### src/rtl/wrhp_pkg.sv
`timescale 1ns / 1ps

package wrhp_pkg;

	localparam int unsigned PHASE_W = 3;
	localparam logic [PHASE_W-1:0] PH_HEAD  = 3'd0;
	localparam logic [PHASE_W-1:0] PH_FSIZE = 3'd1;
	localparam logic [PHASE_W-1:0] PH_FBODY = 3'd2;
	localparam logic [PHASE_W-1:0] PH_CID   = 3'd3;
	localparam logic [PHASE_W-1:0] PH_CSIZE = 3'd4;
	localparam logic [PHASE_W-1:0] PH_SKIP  = 3'd5;
	localparam logic [PHASE_W-1:0] PH_DATA  = 3'd6;
	localparam logic [PHASE_W-1:0] PH_IDLE  = 3'd7;

	localparam int unsigned KIND_W = 3;
	localparam logic [KIND_W-1:0] KIND_FORMAT   = 3'd0;
	localparam logic [KIND_W-1:0] KIND_PAYLOAD  = 3'd1;
	localparam logic [KIND_W-1:0] KIND_CHANNELS = 3'd2;
	localparam logic [KIND_W-1:0] KIND_NO_DATA  = 3'd3;
	localparam logic [KIND_W-1:0] KIND_FMT_SHORT = 3'd4;
	localparam logic [KIND_W-1:0] KIND_TRUNC    = 3'd5;

	localparam logic [31:0] ID_DATA      = {8'h64, 8'h61, 8'h74, 8'h61};
	localparam logic [15:0] MAX_CHANNELS = 16'd2;
	localparam logic [31:0] FMT_MIN_SIZE = 32'd16;
	localparam logic [3:0]  HEAD_LAST    = 4'd15;

	localparam int unsigned OUT_DATA_W = 96;

	typedef struct packed {
		logic [KIND_W-1:0] kind;
		logic [15:0]       channel_count;
		logic              is_stereo;
		logic [31:0]       sample_rate;
		logic [31:0]       data_size;
		logic [7:0]        data_byte;
		logic              last;
	} res_t;

endpackage

### src/rtl/wrhp_in_stage.sv
`timescale 1ns / 1ps

module wrhp_in_stage (
	input  logic       clk,
	input  logic       arst_n,
	input  logic       s_valid,
	output logic       s_ready,
	input  logic [7:0] s_byte,
	input  logic       s_last,
	input  logic       advance,
	output logic       valid_s1,
	output logic [7:0] byte_s1,
	output logic       last_s1
);

	assign s_ready = !valid_s1 || advance;

	always_ff @(posedge clk or negedge arst_n) begin
		if (!arst_n) begin
			valid_s1 <= 1'b0;
		end else if (s_ready) begin
			valid_s1 <= s_valid;
		end
	end

	always_ff @(posedge clk) begin
		if (s_valid && s_ready) begin
			byte_s1 <= s_byte;
			last_s1 <= s_last;
		end
	end

endmodule

### src/rtl/wrhp_parse.sv
`timescale 1ns / 1ps

module wrhp_parse (
	input  logic            clk,
	input  logic            arst_n,
	input  logic            step,
	input  logic [7:0]      in_byte,
	input  logic            fin,
	output logic            has_res,
	output wrhp_pkg::res_t  res
);

	logic [wrhp_pkg::PHASE_W-1:0] phase_q, phase_n;
	logic [31:0] cnt_q, cnt_n;
	logic [31:0] id_q, id_n;
	logic [31:0] acc_q, acc_n;
	logic [31:0] fmt_last_q, fmt_last_n;
	logic [15:0] chan_q, chan_n;
	logic [31:0] rate_q, rate_n;
	logic [31:0] rem_q, rem_n;
	logic [31:0] acc_shift;
	logic [31:0] cnt_inc;
	logic        word_done;

	assign acc_shift = {in_byte, acc_q[31:8]};
	assign cnt_inc   = cnt_q + 32'd1;
	assign word_done = (cnt_q[1:0] == 2'd3);

	always_comb begin
		phase_n    = phase_q;
		cnt_n      = cnt_q;
		id_n       = id_q;
		acc_n      = acc_q;
		fmt_last_n = fmt_last_q;
		chan_n     = chan_q;
		rate_n     = rate_q;
		rem_n      = rem_q;
		has_res    = 1'b0;
		res        = '0;
		unique case (phase_q)
			wrhp_pkg::PH_HEAD: begin
				if (cnt_q[3:0] == wrhp_pkg::HEAD_LAST) begin
					phase_n = wrhp_pkg::PH_FSIZE;
					cnt_n   = '0;
					acc_n   = '0;
				end else begin
					cnt_n = cnt_inc;
				end
			end
			wrhp_pkg::PH_FSIZE: begin
				acc_n = acc_shift;
				if (word_done) begin
					cnt_n      = '0;
					fmt_last_n = acc_shift - 32'd1;
					if (acc_shift < wrhp_pkg::FMT_MIN_SIZE) begin
						has_res  = 1'b1;
						res.kind = wrhp_pkg::KIND_FMT_SHORT;
						phase_n  = wrhp_pkg::PH_IDLE;
					end else begin
						phase_n = wrhp_pkg::PH_FBODY;
					end
				end else begin
					cnt_n = cnt_inc;
				end
			end
			wrhp_pkg::PH_FBODY: begin
				if (cnt_q[31:3] == '0) begin
					case (cnt_q[2:0])
						3'd2: chan_n[7:0]  = in_byte;
						3'd3: chan_n[15:8] = in_byte;
						3'd4: rate_n[7:0]  = in_byte;
						3'd5: rate_n[15:8] = in_byte;
						3'd6: rate_n[23:16] = in_byte;
						3'd7: rate_n[31:24] = in_byte;
						default: ;
					endcase
				end
				if (cnt_q == fmt_last_q) begin
					phase_n = wrhp_pkg::PH_CID;
					cnt_n   = '0;
					id_n    = '0;
				end else begin
					cnt_n = cnt_inc;
				end
			end
			wrhp_pkg::PH_CID: begin
				id_n = {id_q[23:0], in_byte};
				if (word_done) begin
					phase_n = wrhp_pkg::PH_CSIZE;
					cnt_n   = '0;
					acc_n   = '0;
				end else begin
					cnt_n = cnt_inc;
				end
			end
			wrhp_pkg::PH_CSIZE: begin
				acc_n = acc_shift;
				if (word_done) begin
					rem_n = acc_shift;
					cnt_n = '0;
					if (id_q == wrhp_pkg::ID_DATA) begin
						has_res           = 1'b1;
						res.channel_count = chan_q;
						res.is_stereo     = (chan_q > 16'd1);
						res.sample_rate   = rate_q;
						res.data_size     = acc_shift;
						if (chan_q > wrhp_pkg::MAX_CHANNELS) begin
							res.kind = wrhp_pkg::KIND_CHANNELS;
							phase_n  = wrhp_pkg::PH_IDLE;
						end else begin
							res.kind = wrhp_pkg::KIND_FORMAT;
							phase_n  = (acc_shift != '0) ? wrhp_pkg::PH_DATA : wrhp_pkg::PH_IDLE;
						end
					end else begin
						id_n    = '0;
						phase_n = (acc_shift != '0) ? wrhp_pkg::PH_SKIP : wrhp_pkg::PH_CID;
					end
				end else begin
					cnt_n = cnt_inc;
				end
			end
			wrhp_pkg::PH_SKIP: begin
				rem_n = rem_q - 32'd1;
				if (rem_q == 32'd1) begin
					phase_n = wrhp_pkg::PH_CID;
					cnt_n   = '0;
					id_n    = '0;
				end
			end
			wrhp_pkg::PH_DATA: begin
				has_res       = 1'b1;
				res.kind      = wrhp_pkg::KIND_PAYLOAD;
				res.data_byte = in_byte;
				res.last      = (rem_q == 32'd1);
				rem_n         = rem_q - 32'd1;
				if (rem_q == 32'd1) begin
					phase_n = wrhp_pkg::PH_IDLE;
				end
			end
			default: ;
		endcase

		if (fin) begin
			if (phase_n == wrhp_pkg::PH_DATA) begin
				has_res  = 1'b1;
				res      = '0;
				res.kind = wrhp_pkg::KIND_TRUNC;
			end else if (phase_n != wrhp_pkg::PH_IDLE && !has_res) begin
				has_res  = 1'b1;
				res.kind = wrhp_pkg::KIND_NO_DATA;
			end
			phase_n    = wrhp_pkg::PH_HEAD;
			cnt_n      = '0;
			id_n       = '0;
			acc_n      = '0;
			fmt_last_n = '0;
			chan_n     = '0;
			rate_n     = '0;
			rem_n      = '0;
		end
	end

	always_ff @(posedge clk or negedge arst_n) begin
		if (!arst_n) begin
			phase_q    <= wrhp_pkg::PH_HEAD;
			cnt_q      <= '0;
			id_q       <= '0;
			acc_q      <= '0;
			fmt_last_q <= '0;
			chan_q     <= '0;
			rate_q     <= '0;
			rem_q      <= '0;
		end else if (step) begin
			phase_q    <= phase_n;
			cnt_q      <= cnt_n;
			id_q       <= id_n;
			acc_q      <= acc_n;
			fmt_last_q <= fmt_last_n;
			chan_q     <= chan_n;
			rate_q     <= rate_n;
			rem_q      <= rem_n;
		end
	end

endmodule

### src/rtl/wrhp_out_stage.sv
`timescale 1ns / 1ps

module wrhp_out_stage (
	input  logic                                  clk,
	input  logic                                  arst_n,
	input  logic                                  load,
	input  wrhp_pkg::res_t                        res,
	output logic                                  free,
	output logic                                  m_valid,
	input  logic                                  m_ready,
	output logic [wrhp_pkg::OUT_DATA_W-1:0]       m_data,
	output logic [wrhp_pkg::KIND_W-1:0]           m_user,
	output logic                                  m_last
);

	wrhp_pkg::res_t res_q;
	logic           valid_q;

	assign free    = !valid_q || m_ready;
	assign m_valid = valid_q;
	assign m_user  = res_q.kind;
	assign m_last  = res_q.last;
	assign m_data  = {7'd0, res_q.data_byte, res_q.data_size, res_q.sample_rate,
		res_q.is_stereo, res_q.channel_count};

	always_ff @(posedge clk or negedge arst_n) begin
		if (!arst_n) begin
			valid_q <= 1'b0;
		end else if (free) begin
			valid_q <= load;
		end
	end

	always_ff @(posedge clk) begin
		if (load && free) begin
			res_q <= res;
		end
	end

endmodule

### src/rtl/wav_riff_header_parser.sv
`timescale 1ns / 1ps
// WAVE header parser. Feed the file image as one byte per request on the
// s_axis channel; s_axis_tlast marks the final byte of a buffer, after which
// the parser starts over on a fresh image.
// Results leave on m_axis: tuser holds the kind (format, payload byte or one
// of the error codes), tlast marks the final payload byte, tdata holds the
// format fields and the payload byte.
// Bytes that yield no result are consumed without touching m_axis.
// A result is presented on m_axis after its byte passes the input register,
// then the result register.
// Throughput: one byte per cycle while no result-bearing byte waits on a
// stalled receiver; the state update sits between the two registers.
// Reset (arst_n low) empties both registers and returns the parser to the
// start of the header.
// When the receiver stalls, the result register holds its request; bytes
// that give no result keep flowing, and the first byte that does give one
// waits in the input register, which then drops s_axis_tready.

module wav_riff_header_parser (
	input  logic        clk,
	input  logic        arst_n,
	input  logic        s_axis_tvalid,
	output logic        s_axis_tready,
	input  logic [7:0]  s_axis_tdata,   // [7:0] in_byte
	input  logic        s_axis_tlast,
	output logic        m_axis_tvalid,
	input  logic        m_axis_tready,
	// [15:0] channel_count, [16] is_stereo, [48:17] sample_rate,
	// [80:49] data_size, [88:81] data_byte, [95:89] zero
	output logic [95:0] m_axis_tdata,
	output logic [2:0]  m_axis_tuser,   // [2:0] kind
	output logic        m_axis_tlast
);

	logic           valid_s1;
	logic [7:0]     byte_s1;
	logic           last_s1;
	logic           advance;
	logic           has_res;
	logic           out_free;
	wrhp_pkg::res_t res;

	assign advance = valid_s1 && (!has_res || out_free);

	wrhp_in_stage u_in (
		.clk      (clk),
		.arst_n   (arst_n),
		.s_valid  (s_axis_tvalid),
		.s_ready  (s_axis_tready),
		.s_byte   (s_axis_tdata),
		.s_last   (s_axis_tlast),
		.advance  (advance),
		.valid_s1 (valid_s1),
		.byte_s1  (byte_s1),
		.last_s1  (last_s1)
	);

	wrhp_parse u_parse (
		.clk     (clk),
		.arst_n  (arst_n),
		.step    (advance),
		.in_byte (byte_s1),
		.fin     (last_s1),
		.has_res (has_res),
		.res     (res)
	);

	wrhp_out_stage u_out (
		.clk     (clk),
		.arst_n  (arst_n),
		.load    (advance && has_res),
		.res     (res),
		.free    (out_free),
		.m_valid (m_axis_tvalid),
		.m_ready (m_axis_tready),
		.m_data  (m_axis_tdata),
		.m_user  (m_axis_tuser),
		.m_last  (m_axis_tlast)
	);

endmodule

### config.mk
export PLATFORM = sky130hd
export DESIGN_NAME = wav_riff_header_parser
export DESIGN_NICKNAME = d
export VERILOG_FILES = /design/src/rtl/wrhp_pkg.sv /design/src/rtl/wrhp_in_stage.sv /design/src/rtl/wrhp_parse.sv /design/src/rtl/wrhp_out_stage.sv /design/src/rtl/wav_riff_header_parser.sv
export SDC_FILE = /design/constraint.sdc
export NUM_CORES = 1
export LEC_CHECK = 0
export ABC_AREA = 1
export CORE_UTILIZATION = 60
export CTS_BUF_LIST = sky130_fd_sc_hd__clkbuf_8
export DETAILED_ROUTE_END_ITERATION = 7
export DONT_BUFFER_PORTS = 1
export GPL_ROUTABILITY_DRIVEN = 0
export PLACE_DENSITY = 0.76
export RECOVER_POWER = 100
export SLEW_MARGIN = 10
export SYNTH_ARGS = -nofsm -noshare
export SYNTH_HDL_FRONTEND = slang
export SYNTH_SLANG_ARGS = --single-unit
### constraint.sdc
create_clock -name clk -period 5.3 [get_ports clk]
set_input_delay 0.53 -clock clk [delete_from_list [all_inputs] [get_ports clk]]
set_output_delay 0.53 -clock clk [all_outputs]
set_load 0.005 [all_outputs]
### Word level (Yosys, flattened, before mapping)

Index checks and enable logic that the tools add are counted.

| operators by class | value |
|---|---|
| add/subtract/negate cells | 3 |
| multiply operators | 0 |
| divide/modulo/power cells | 0 |
| magnitude comparators | 3 |
| eq/ne operators | 25 |
| shift-type cells | 0 |
| multiplexer cells | 67 |
| bitwise operators | 0 |
| reduce and logical (&&, ||, !) cells | 43 |

Operators with widths:

| kind | count |
|---|---|
| $mux 32 | 20 |
| $pmux 32 s4 | 2 |
| $mux 84 | 2 |
| $pmux 32 s3 | 1 |
| $mux 93 | 1 |
| $mux 90 | 1 |
| $mux 81 | 1 |
| $pmux 32 s2 | 1 |
| $sub 32x1->32 const B | 2 |
| $mux 16 | 3 |
| $mux 3 | 16 |
| $mux 8 | 6 |
| $add 32x1->32 const B | 1 |
| $eq 32x1->1 const B | 1 |
| $eq 32x31->1 const B | 1 |
| $eq 32x32->1 | 1 |
| $lt 32x5->1 const B | 1 |
| $reduce_bool 32->1 | 1 |
| $logic_not 29->1 | 1 |
| $reduce_and 4->1 | 7 |
| $eq 3x3->1 const B | 8 |
| $pmux 3 s7 | 1 |
| $reduce_bool 2->1 | 10 |
| $gt 16x1->1 const B | 1 |
| other kinds (23) | 51 |

| word-level totals | value |
|---|---|
| flip-flop bits (word level) | 315 |
| bits in latches | 0 |
| RAM bits | 0 |
| bits in read-only memories | 0 |
| input bits | 13 |
| word-level logic and storage cells | 164 |
| memories | 0 |

### Longest topological paths before layout

Gate-level depths: netlist of the first run.

| depth | value |
|---|---|
| word-level depth | 16 |
| gate-level depth with buffers | 16 |

### By module

A second synthesis of the first run with hierarchy kept.

| unflattened totals | value |
|---|---|
| cells, all modules | 1907 |
| area total of the unflattened synthesis | 15579.9 um^2 |

By module, submodules not included:

| module | times used | cells each | area an instance (um^2) | seq. area each (um^2) |
|---|---|---|---|---|
| wrhp_parse | 1 | 1780 | 12345.6 | 5079.9 |
| wrhp_out_stage | 1 | 107 | 2894.0 | 2817.7 |
| wrhp_in_stage | 1 | 15 | 315.3 | 295.3 |
| wav_riff_header_parser | 1 | 5 | 25.0 | 0.0 |

### Worst setup path after synthesis of the first run

No wires, ideal clock.

| timing | value |
|---|---|
| path kind | register -> register |
| start | reg u_parse.cnt_q[0] |
| end | reg u_out.res_q (netlist bit u_out.m_data[0]) (enable) |
| setup time | 0.447 ns |
| arrival | 3.357 ns |
| required time | 4.853 ns |
| setup slack | 1.496 ns |
| cell stages (with the launch flop) | 12 |
| path buffers | 1 |
| clock period less this slack | 3.804 ns |
| path through | dfrtp_1 -> ha_1 -> inv_1 -> nor2_1 -> nand2_1 -> nand4_1 -> nand3_2 -> nand2_1 -> inv_2 -> buf_2 -> nand2_1 -> inv_1 |

| on the way | value |
|---|---|
| word-level cells in the longest chain between the ends | 13 |
| elaborated cells on any way between the ends | 24 |
| those cells by class | eq/ne (5); mux (12); reduce/logical (7) |

Ends and longest elaborated chain:

| item | RTL line | text |
|---|---|---|
| start, declared | wrhp_parse.sv:14 | `logic [31:0] cnt_q, cnt_n;` |
| start signal, assigned | wrhp_parse.sv:175 | `cnt_q <= cnt_n;` |
| $eq 32x32->1, or another cell as far along | wrhp_parse.sv:78 | `if (cnt_q == fmt_last_q) begin` |
| $mux 3, or another cell as far along | wrhp_parse.sv:78 |  |
| $pmux 3 s7 or $pmux 1 s3 (tied branches) | wrhp_parse.sv:40 | `unique case (phase_q)` |
| $ne 3x3->1 or $logic_not 1->1 (tied branches) | wrhp_parse.sv:148 | `end else if (phase_n != wrhp_pkg::PH_IDLE && !has_res) begin` |
| $logic_and 1x1->1 | wrhp_parse.sv:148 |  |
| $mux 1 | wrhp_parse.sv:148 |  |
| $mux 1 | wrhp_parse.sv:144 | `if (phase_n == wrhp_pkg::PH_DATA) begin` |
| $mux 1 (*) | wrhp_parse.sv:143 | `if (fin) begin` |
| $logic_not 1->1 | wav_riff_header_parser.sv:43 | `assign advance = valid_s1 && (!has_res \|\| out_free);` |
| $logic_or 1x1->1 | wav_riff_header_parser.sv:43 |  |
| $logic_and 1x1->1 | wav_riff_header_parser.sv:43 |  |
| $logic_and 1x1->1 (*) | wav_riff_header_parser.sv:71 | `.load (advance && has_res),` |
| $logic_and 1x1->1 (*) | wrhp_out_stage.sv:35 | `if (load && free) begin` |
| end signal, assigned | wrhp_out_stage.sv:36 | `res_q <= res;` |
| end, declared | wrhp_out_stage.sv:16 | `wrhp_pkg::res_t res_q;` |

Mark *: on every way between the ends. The rest lies on a longest branch, timed or not.
A chain may end at the register's enable or synchronous reset.

==> results.json, run 1 <==
{
  "ys_seq_elements": 307,
  "min_path_type": "in -> reg",
  "vias": 14700,
  "status": "finished, violations left",
  "grt_pass1_wl_microns": 71100,
  "fmax_mhz": 228,
  "final_util": 0.657,
  "wl_microns": 44300,
  "worstPathArrival_ns": 4.72,
  "io_pins": 115,
  "worst_slack_ns": 0.906,
  "path_class": "reg -> reg",
  "cts_max_path_buffers": 3,
  "drt_iter0_drc": 1656,
  "min_period_ns": 4.39,
  "grt_pass1_vias": 13600,
  "area.growth.synth_to_final_pct": 6.39,
  "core-area_sq_mm": 0.0273,
  "fin_setup_tns_ns": 0,
  "r2r_end": "u_out.m_data[9]$_DFFE_PP_",
  "drive_above_1_share": 0.0522,
  "seqCellArea_sq_mm": 0.00819,
  "grt_max_degree": 206,
  "rows": 60,
  "nets": 2224,
  "fillers": 2329,
  "violations": "max-capacitance violations, max-slew violations",
  "die_height_microns": 169,
  "dr.pass1.iters": 6,
  "synthesis.area_sq_mm": 0.0168,
  "cts_tree": "built",
  "cp.required_ns": 5.63,
  "synth_edf_count": 102,
  "post-place-ws_ns": 1.47,
  "htreeDepth": 2,
  "finalMaxSlewViolations": 257,
  "hold_slack_ns": 0.0251,
  "yosysWarnings": 0,
  "fp.dieW_microns": 169,
  "synth_top_flop_cell": "dfrtp_1",
  "max_slew_margin": -0.883,
  "initial_utilization": 0.617,
  "clk_pin_slew_worst_paths_ns": 0.06,
  "post-route-period-util": 0.829,
  "hold_viol": 0,
  "drtAntennaViolNets": 0,
  "drc": 0,
  "port_buffers": 0,
  "crit_fanout": 50,
  "clock_skew_ns": 0.0423,
  "rsz0062_at_grt": "false",
  "r2r_slack_ns": 0.91,
  "cap_violations": 2,
  "dp_hpwl_microns": 30400,
  "worst_pin_slew_ns": 2.82,
  "die_area_sq_mm": 0.0287,
  "syn_inst": 2233,
  "r2r_start": "u_parse.cnt_q[0]$_DFFE_PN0P_",
  "antenna_found_initial": 1,
  "multi_input_area_sq_mm": 0.00723,
  "hold_depth": 0,
  "grt_use_total": 0.313,
  "reg2regPathDepth": 12,
  "viasPerCell": 5.63,
  "grt_overflow": 0,
  "yosysUniqueCellTypes": 45,
  "cts_buffers": 50,
  "hold_end": "u_in.byte_s1[2]$_DFFE_PP_",
  "clockRootBuffer": "clkbuf_8",
  "cts_sinks": 307,
  "finalSetupViolCount": 0,
  "cp-start-kind": "flop",
  "clkLatencyLatePin_ns": 0.60,
  "drt-wirelength-per-cell_microns": 16.9,
  "yosysSeqAreaShare": 0.487,
  "end_kind": "flop",
  "leakage_nw": 8.72,
  "min-delay-start": "s_axis_tdata[2]",
  "powerDensity_mw_per_mm2": 321,
  "syn_area_per_cell_sq_um": 7.53,
  "synth-async-reset-ratio": 0.668,
  "irDropWorstVdd_mv": 0.194
}
power breakdown:
part / switching, mW / leakage (nW) / internal [mW] / total [mW]
clock: 0.977 / 0.594 / 1.14 / 2.12
combinational: 0.494 / 4.38 / 0.238 / 0.733
sequential: 0.194 / 3.75 / 2.70 / 2.90
total: 1.67 / 8.72 / 4.09 / 5.75
flip-flops by register name, summed over array words and instances (netlist names):
register	count
u_out.m_valid	1
u_out.m_data	89
u_parse.cnt_q	32
u_parse.id_q	32
u_out.m_last	1
u_parse.acc_q	24
u_parse.phase_q	3
u_in.valid_s1	1
u_in.last_s1	1
u_parse.chan_q	16
u_parse.fmt_last_q	32
u_parse.rate_q	32
u_out.m_user	3
u_in.byte_s1	8
u_parse.rem_q	32
cells in the final DEF, fill, tap and decap left out, types with 12 or more instances in the layout:
cell type,instances
nand2_1,747
nor2_1,351
inv_1,231
dfrtp_1,205
nand3_1,149
edfxtp_1,102
o21ai_0,69
clkbuf_8,64
xnor2_1,46
a21oi_1,40
nand4_1,34
nor3_1,33
xor2_1,29
nor4_1,16
nand3b_1,16
ha_1,12
final cells by class:
| type | count | area share |
|---|---|---|
| Sequential cell | 307 | 0.458 |
| Clock inverter | 30 | 0.00972 |
| Multi-Input combinational cell | 1601 | 0.404 |
| Clock buffer | 64 | 0.0492 |
| Tap cell | 372 | 0.0260 |
| Timing Repair Buffer | 14 | 0.00587 |
| Antenna cell | 1 | 0.000140 |
| Inverter | 225 | 0.0473 |
metal layers:
layer,part of all wire,vias to the layer above,track usage
met1,0.41,6888,0.423
met3,0.092,128,0.0674
met2,0.46,743,0.498
met5,0,-,0
li1,-,6958,-
met4,0.035,0,0.118
worst max-delay path: stages (launching register included):
cell     delay [ns]
dfrtp_1        0.45
ha_1           0.43
nand3_1        0.41
o22ai_1        0.17
a21oi_1        0.14
nand2_1        0.06
nor2_1         0.09
nand3_1        0.14
nor2_1         0.15
nand2_2        0.09
nand2_1        1.38
buf_4          0.52
nor2_1         0.10
synthesized netlist by cell type (3+ instances only):
cell type,n,area share
inv_2,6,0.0013
nand2_2,5,0.0019
clkbuf_2,10,0.0030
xnor2_1,46,0.024
nor2_2,9,0.0033
o22ai_1,3,0.0011
buf_6,4,0.0027
buf_2,46,0.014
inv_1,218,0.049
buf_1,6,0.0013
o21ai_1,13,0.0039
a21oi_1,40,0.012
nand3_2,3,0.0018
xor2_1,29,0.015
a31oi_1,3,0.0011
clkbuf_1,27,0.0060
o211ai_1,5,0.0022
nor4_1,16,0.0059
nand4_1,33,0.012
nand3b_1,16,0.0071
o21ai_0,60,0.018
nand2_1,746,0.17
a211oi_1,4,0.0018
nor2_1,350,0.078
nand3_1,147,0.044
edfxtp_1,102,0.18
nor2_4,4,0.0027
nor3_1,33,0.0098
dfrtp_1,205,0.30
buf_4,12,0.0054
ha_1,12,0.0089
nor3b_1,3,0.0013
kinds of logic (layout without fill, tap and decap cells):
logic type | count (synthesis) | after routing | share of synthesized area
AO/OA/AOI/OAI | 135 | 135 | 0.0432
flip-flops | 307 | 307 | 0.487
other | 1 | 8 | 0.000223
buffers and inverters | 331 | 333 | 0.0831
AND/OR/NAND/NOR | 1372 | 1372 | 0.339
XOR/XNOR | 75 | 75 | 0.0390
adder cells (fa/ha/maj) | 12 | 12 | 0.00892
repair_timing:
item,4_1_cts,5_1_grt
setup buffers,0,0
gates resized for setup,0,0
endpoints found under the hold margin,205,1
hold buffers,1,1
through the flow:
| stage | instance area, sq um | power (mW) | cells |
|---|---|---|---|
| 2_1_floorplan | 16800 | 3.44 | 2239 |
| 3_3_place_gp | 16900 | 3.60 | 2517 |
| 3_5_place_dp | 16900 | 3.63 | 2517 |
| 4_1_cts | 17900 | 5.78 | 2612 |
| 5_1_grt | 17900 | 6.02 | 2613 |
| 6_report | 17900 | 5.75 | 2614 |
worst max-delay path by stage:
stage                     slack, ns  depth (start not counted)                          from                       endpoint
after global routing           0.56                         12  u_parse.cnt_q[0]$_DFFE_PN0P_      u_out.m_data[9]$_DFFE_PP_
after global placement         1.65                         12  u_parse.cnt_q[0]$_DFFE_PN0P_  u_parse.rem_q[24]$_DFFE_PN0P_
after detailed placement       1.47                         12  u_parse.cnt_q[0]$_DFFE_PN0P_  u_parse.rem_q[31]$_DFFE_PN0P_
after CTS                      1.47                         12  u_parse.cnt_q[0]$_DFFE_PN0P_  u_parse.rem_q[31]$_DFFE_PN0P_
final                          0.91                         12  u_parse.cnt_q[0]$_DFFE_PN0P_      u_out.m_data[9]$_DFFE_PP_
after floorplan                1.50                         11  u_parse.cnt_q[0]$_DFFE_PN0P_      u_out.m_data[0]$_DFFE_PP_
Note: power is estimated with default switching activity, not from simulation.
==> run 2, diff against run 1 <==
PLACE_DENSITY = 0.79   (was 0.76)
clock period = 3.69 ns   (was 5.3 ns; I/O delays follow)
==> run 2 against run 1 <==
Compared with the run above: the run ends with negative hold slack left; die area is the same; clock power is 41% higher; sequential cell count is the same; design area grew 0.90%; worst setup slack worse by 0.60 ns; critical path depth is 2 higher; first-iteration DRC count is 26% higher; worst hold slack got worse by 0.54 ns; critical path type unchanged; largest cell class unchanged.
==> results.json, run 2 (synthesized netlist as in run 1, its figures left out) <==
{
  "status": "finished, violations left",
  "violations": "negative hold slack",
  "combPwrFrac": 0.128,
  "crit_family": "simple AND/OR/NAND/NOR gates",
  "vias": 14800,
  "end_kind": "flop",
  "clk_pin_slew_worst_paths_ns": 0.07,
  "fin_setup_tns_ns": 0,
  "hold_slack_ns": -0.517,
  "busiest_layer": "met2",
  "crit_buf_inv": 2,
  "cp-start-kind": "flop",
  "finalSetupViolCount": 0,
  "swShare": 0.291,
  "antenna_cells": 0,
  "die_area_sq_mm": 0.0287,
  "drt_iter0_drc": 2087,
  "startpoint": "u_parse.rem_q[12]$_DFFE_PN0P_",
  "drive_above_1_share": 0.0556,
  "fillers": 2244,
  "r2r_start": "u_parse.rem_q[12]$_DFFE_PN0P_",
  "cts_buffers": 50,
  "area.growth.synth_to_final_pct": 7.35,
  "worstPathCellList": "nor2_1 -> nand3_1 -> nor2_1 -> nand2_1 -> o21ai_0 -> nand2_1 -> a21oi_1 -> nand3_1 -> nand2_1 -> inv_1 -> nand2_1 -> nand2_1 -> clkbuf_4 -> nor2_1",
  "critPathMaxStageDelay_ns": 0.43,
  "dr.pass1.iters": 6,
  "clock_skew_ns": 0.0474,
  "cts_tree": "built",
  "grt_pass1_vias": 14100,
  "io_pins": 115,
  "finalInstanceArea_sq_mm": 0.0181,
  "postCtsHoldBufs": 11,
  "wl_microns": 45100,
  "core-area_sq_mm": 0.0273,
  "fin_cells": 2637,
  "clkLatencyLatePin_ns": 0.61,
  "grt_use_total": 0.323,
  "cp.required_ns": 4.08,
  "viasPerCell": 5.63,
  "postCtsSetupBuffers": 0,
  "most-common-layout-cells": "nand2_1 (748), nor2_1 (351), inv_1 (234), dfrtp_1 (205), nand3_1 (148)",
  "die_height_microns": 169,
  "cts_max_path_buffers": 3,
  "rows": 60,
  "path_class": "reg -> reg",
  "dp_hpwl_microns": 31300,
  "largest_reg_flops": 89,
  "cts_sinks": 307,
  "grt_max_degree": 206,
  "leakage_nw": 8.81,
  "crit_top_cell": "nand2_1",
  "netSwitchingPower_mw": 2.39,
  "drc": 0,
  "finalMaxSlewViolations": 0,
  "fp.dieW_microns": 169,
  "place_area_sq_mm": 0.0170,
  "min_period_ns": 3.38,
  "final_common_cell": "nand2_1",
  "worst_pin_slew_ns": 0.951,
  "grt_overflow": 0,
  "initial_utilization": 0.617,
  "drt-wirelength-per-cell_microns": 17.1,
  "post-place-ws_ns": 0.515,
  "worstPathArrival_ns": 3.78,
  "drtAntennaViolNets": 0,
  "crit_fanout": 47,
  "nets": 2248,
  "htreeDepth": 2,
  "p_seq_frac": 0.508,
  "met1_usage": 0.427,
  "p_int_mw": 5.80,
  "rsz0062_at_grt": "false",
  "hold_viol": 205,
  "max_slew_margin": 0.366,
  "worst_slack_ns": 0.306,
  "pwr-share-clk": 0.364,
  "cap_violations": 0,
  "post-route-period-util": 0.917,
  "crit_slowest_cell": "dfrtp_1",
  "grtUsageMet2": 0.523,
  "place_inst": 2532,
  "antenna_found_initial": 0,
  "min_path_type": "in -> async",
  "port_buffers": 0,
  "clockRootBuffer": "clkbuf_8",
  "grt_pass1_wl_microns": 73400,
  "fmax_mhz": 295,
  "irDropWorstVdd_mv": 0.351,
  "ctsResizeCount": 0,
  "powerDensity_mw_per_mm2": 453,
  "power.total_mw": 8.19,
  "met3_usage": 0.0611
}
## run 2: cell types whose count changed in the layout (fill, tap and decap cells not counted), sizes merged
cell / delta
diode: -1
clkinv: +2
buf: +8
inv: +5
dlygate4sd3: +10
clkbuf: -2
bufinv: +1
## run 2: worst reg2reg max path, delay by kind of cell, from the launching register on
kind	cells	cell delay, ns
buffers and inverters	2	0.46
flip-flops	1	0.43
AND/OR/NAND/NOR	10	1.79
AO/OA/AOI/OAI	2	0.49
## run 2: stage by stage
stage	util	hold slack, ns
after floorplan	-	0.0734
after global placement	0.624	0.0915
after detailed placement	0.624	0.0899
after CTS	0.665	-0.547
after global routing	0.663	-0.551
final	0.663	-0.517
## run 2: layout make-up
type	count	area (sq um)	share of cell area
Multi-Input combinational cell	1601	7240	0.401
Clock inverter	38	244	0.0135
Clock buffer	56	771	0.0427
Sequential cell	307	8190	0.454
Timing Repair Buffer	38	298	0.0165
Inverter	225	848	0.0470
Tap cell	372	465	0.0258
## run 2: worst paths after layout
check | slack (ns) | cells past startpoint | end
worst max-delay path | 0.31 | 14 | u_out.m_data[56]$_DFFE_PP_
worst min-delay path | -0.52 | 0 | u_parse.rem_q[17]$_DFFE_PN0P_
worst max register to register | 0.31 | 14 | u_out.m_data[56]$_DFFE_PP_
worst min register to register | 0.48 | 2 | u_parse.id_q[20]$_DFFE_PN0P_
max in group asynchronous | 3.96 | 0 | u_parse.rate_q[12]$_DFFE_PN0P_
min in group clk | 0.12 | 3 | u_in.valid_s1$_DFFE_PN0P_
## run 2: per-layer routing
layer	share of wire	up-vias
met5	0	-
met2	0.47	804
met1	0.40	6881
met4	0.041	0
li1	-	7003
met3	0.090	152
## run 2: power groups by stage
stage / sequential [mW] / clock, mW / combinational (mW)
CTS: 4.15 / 3.00 / 1.04
floorplan: 4.12 / 0 / 0.820
detailed placement: 4.21 / 0 / 1.02
finish: 4.16 / 2.98 / 1.05
global placement: 4.20 / 0 / 0.985
global route: 4.20 / 3.17 / 1.19
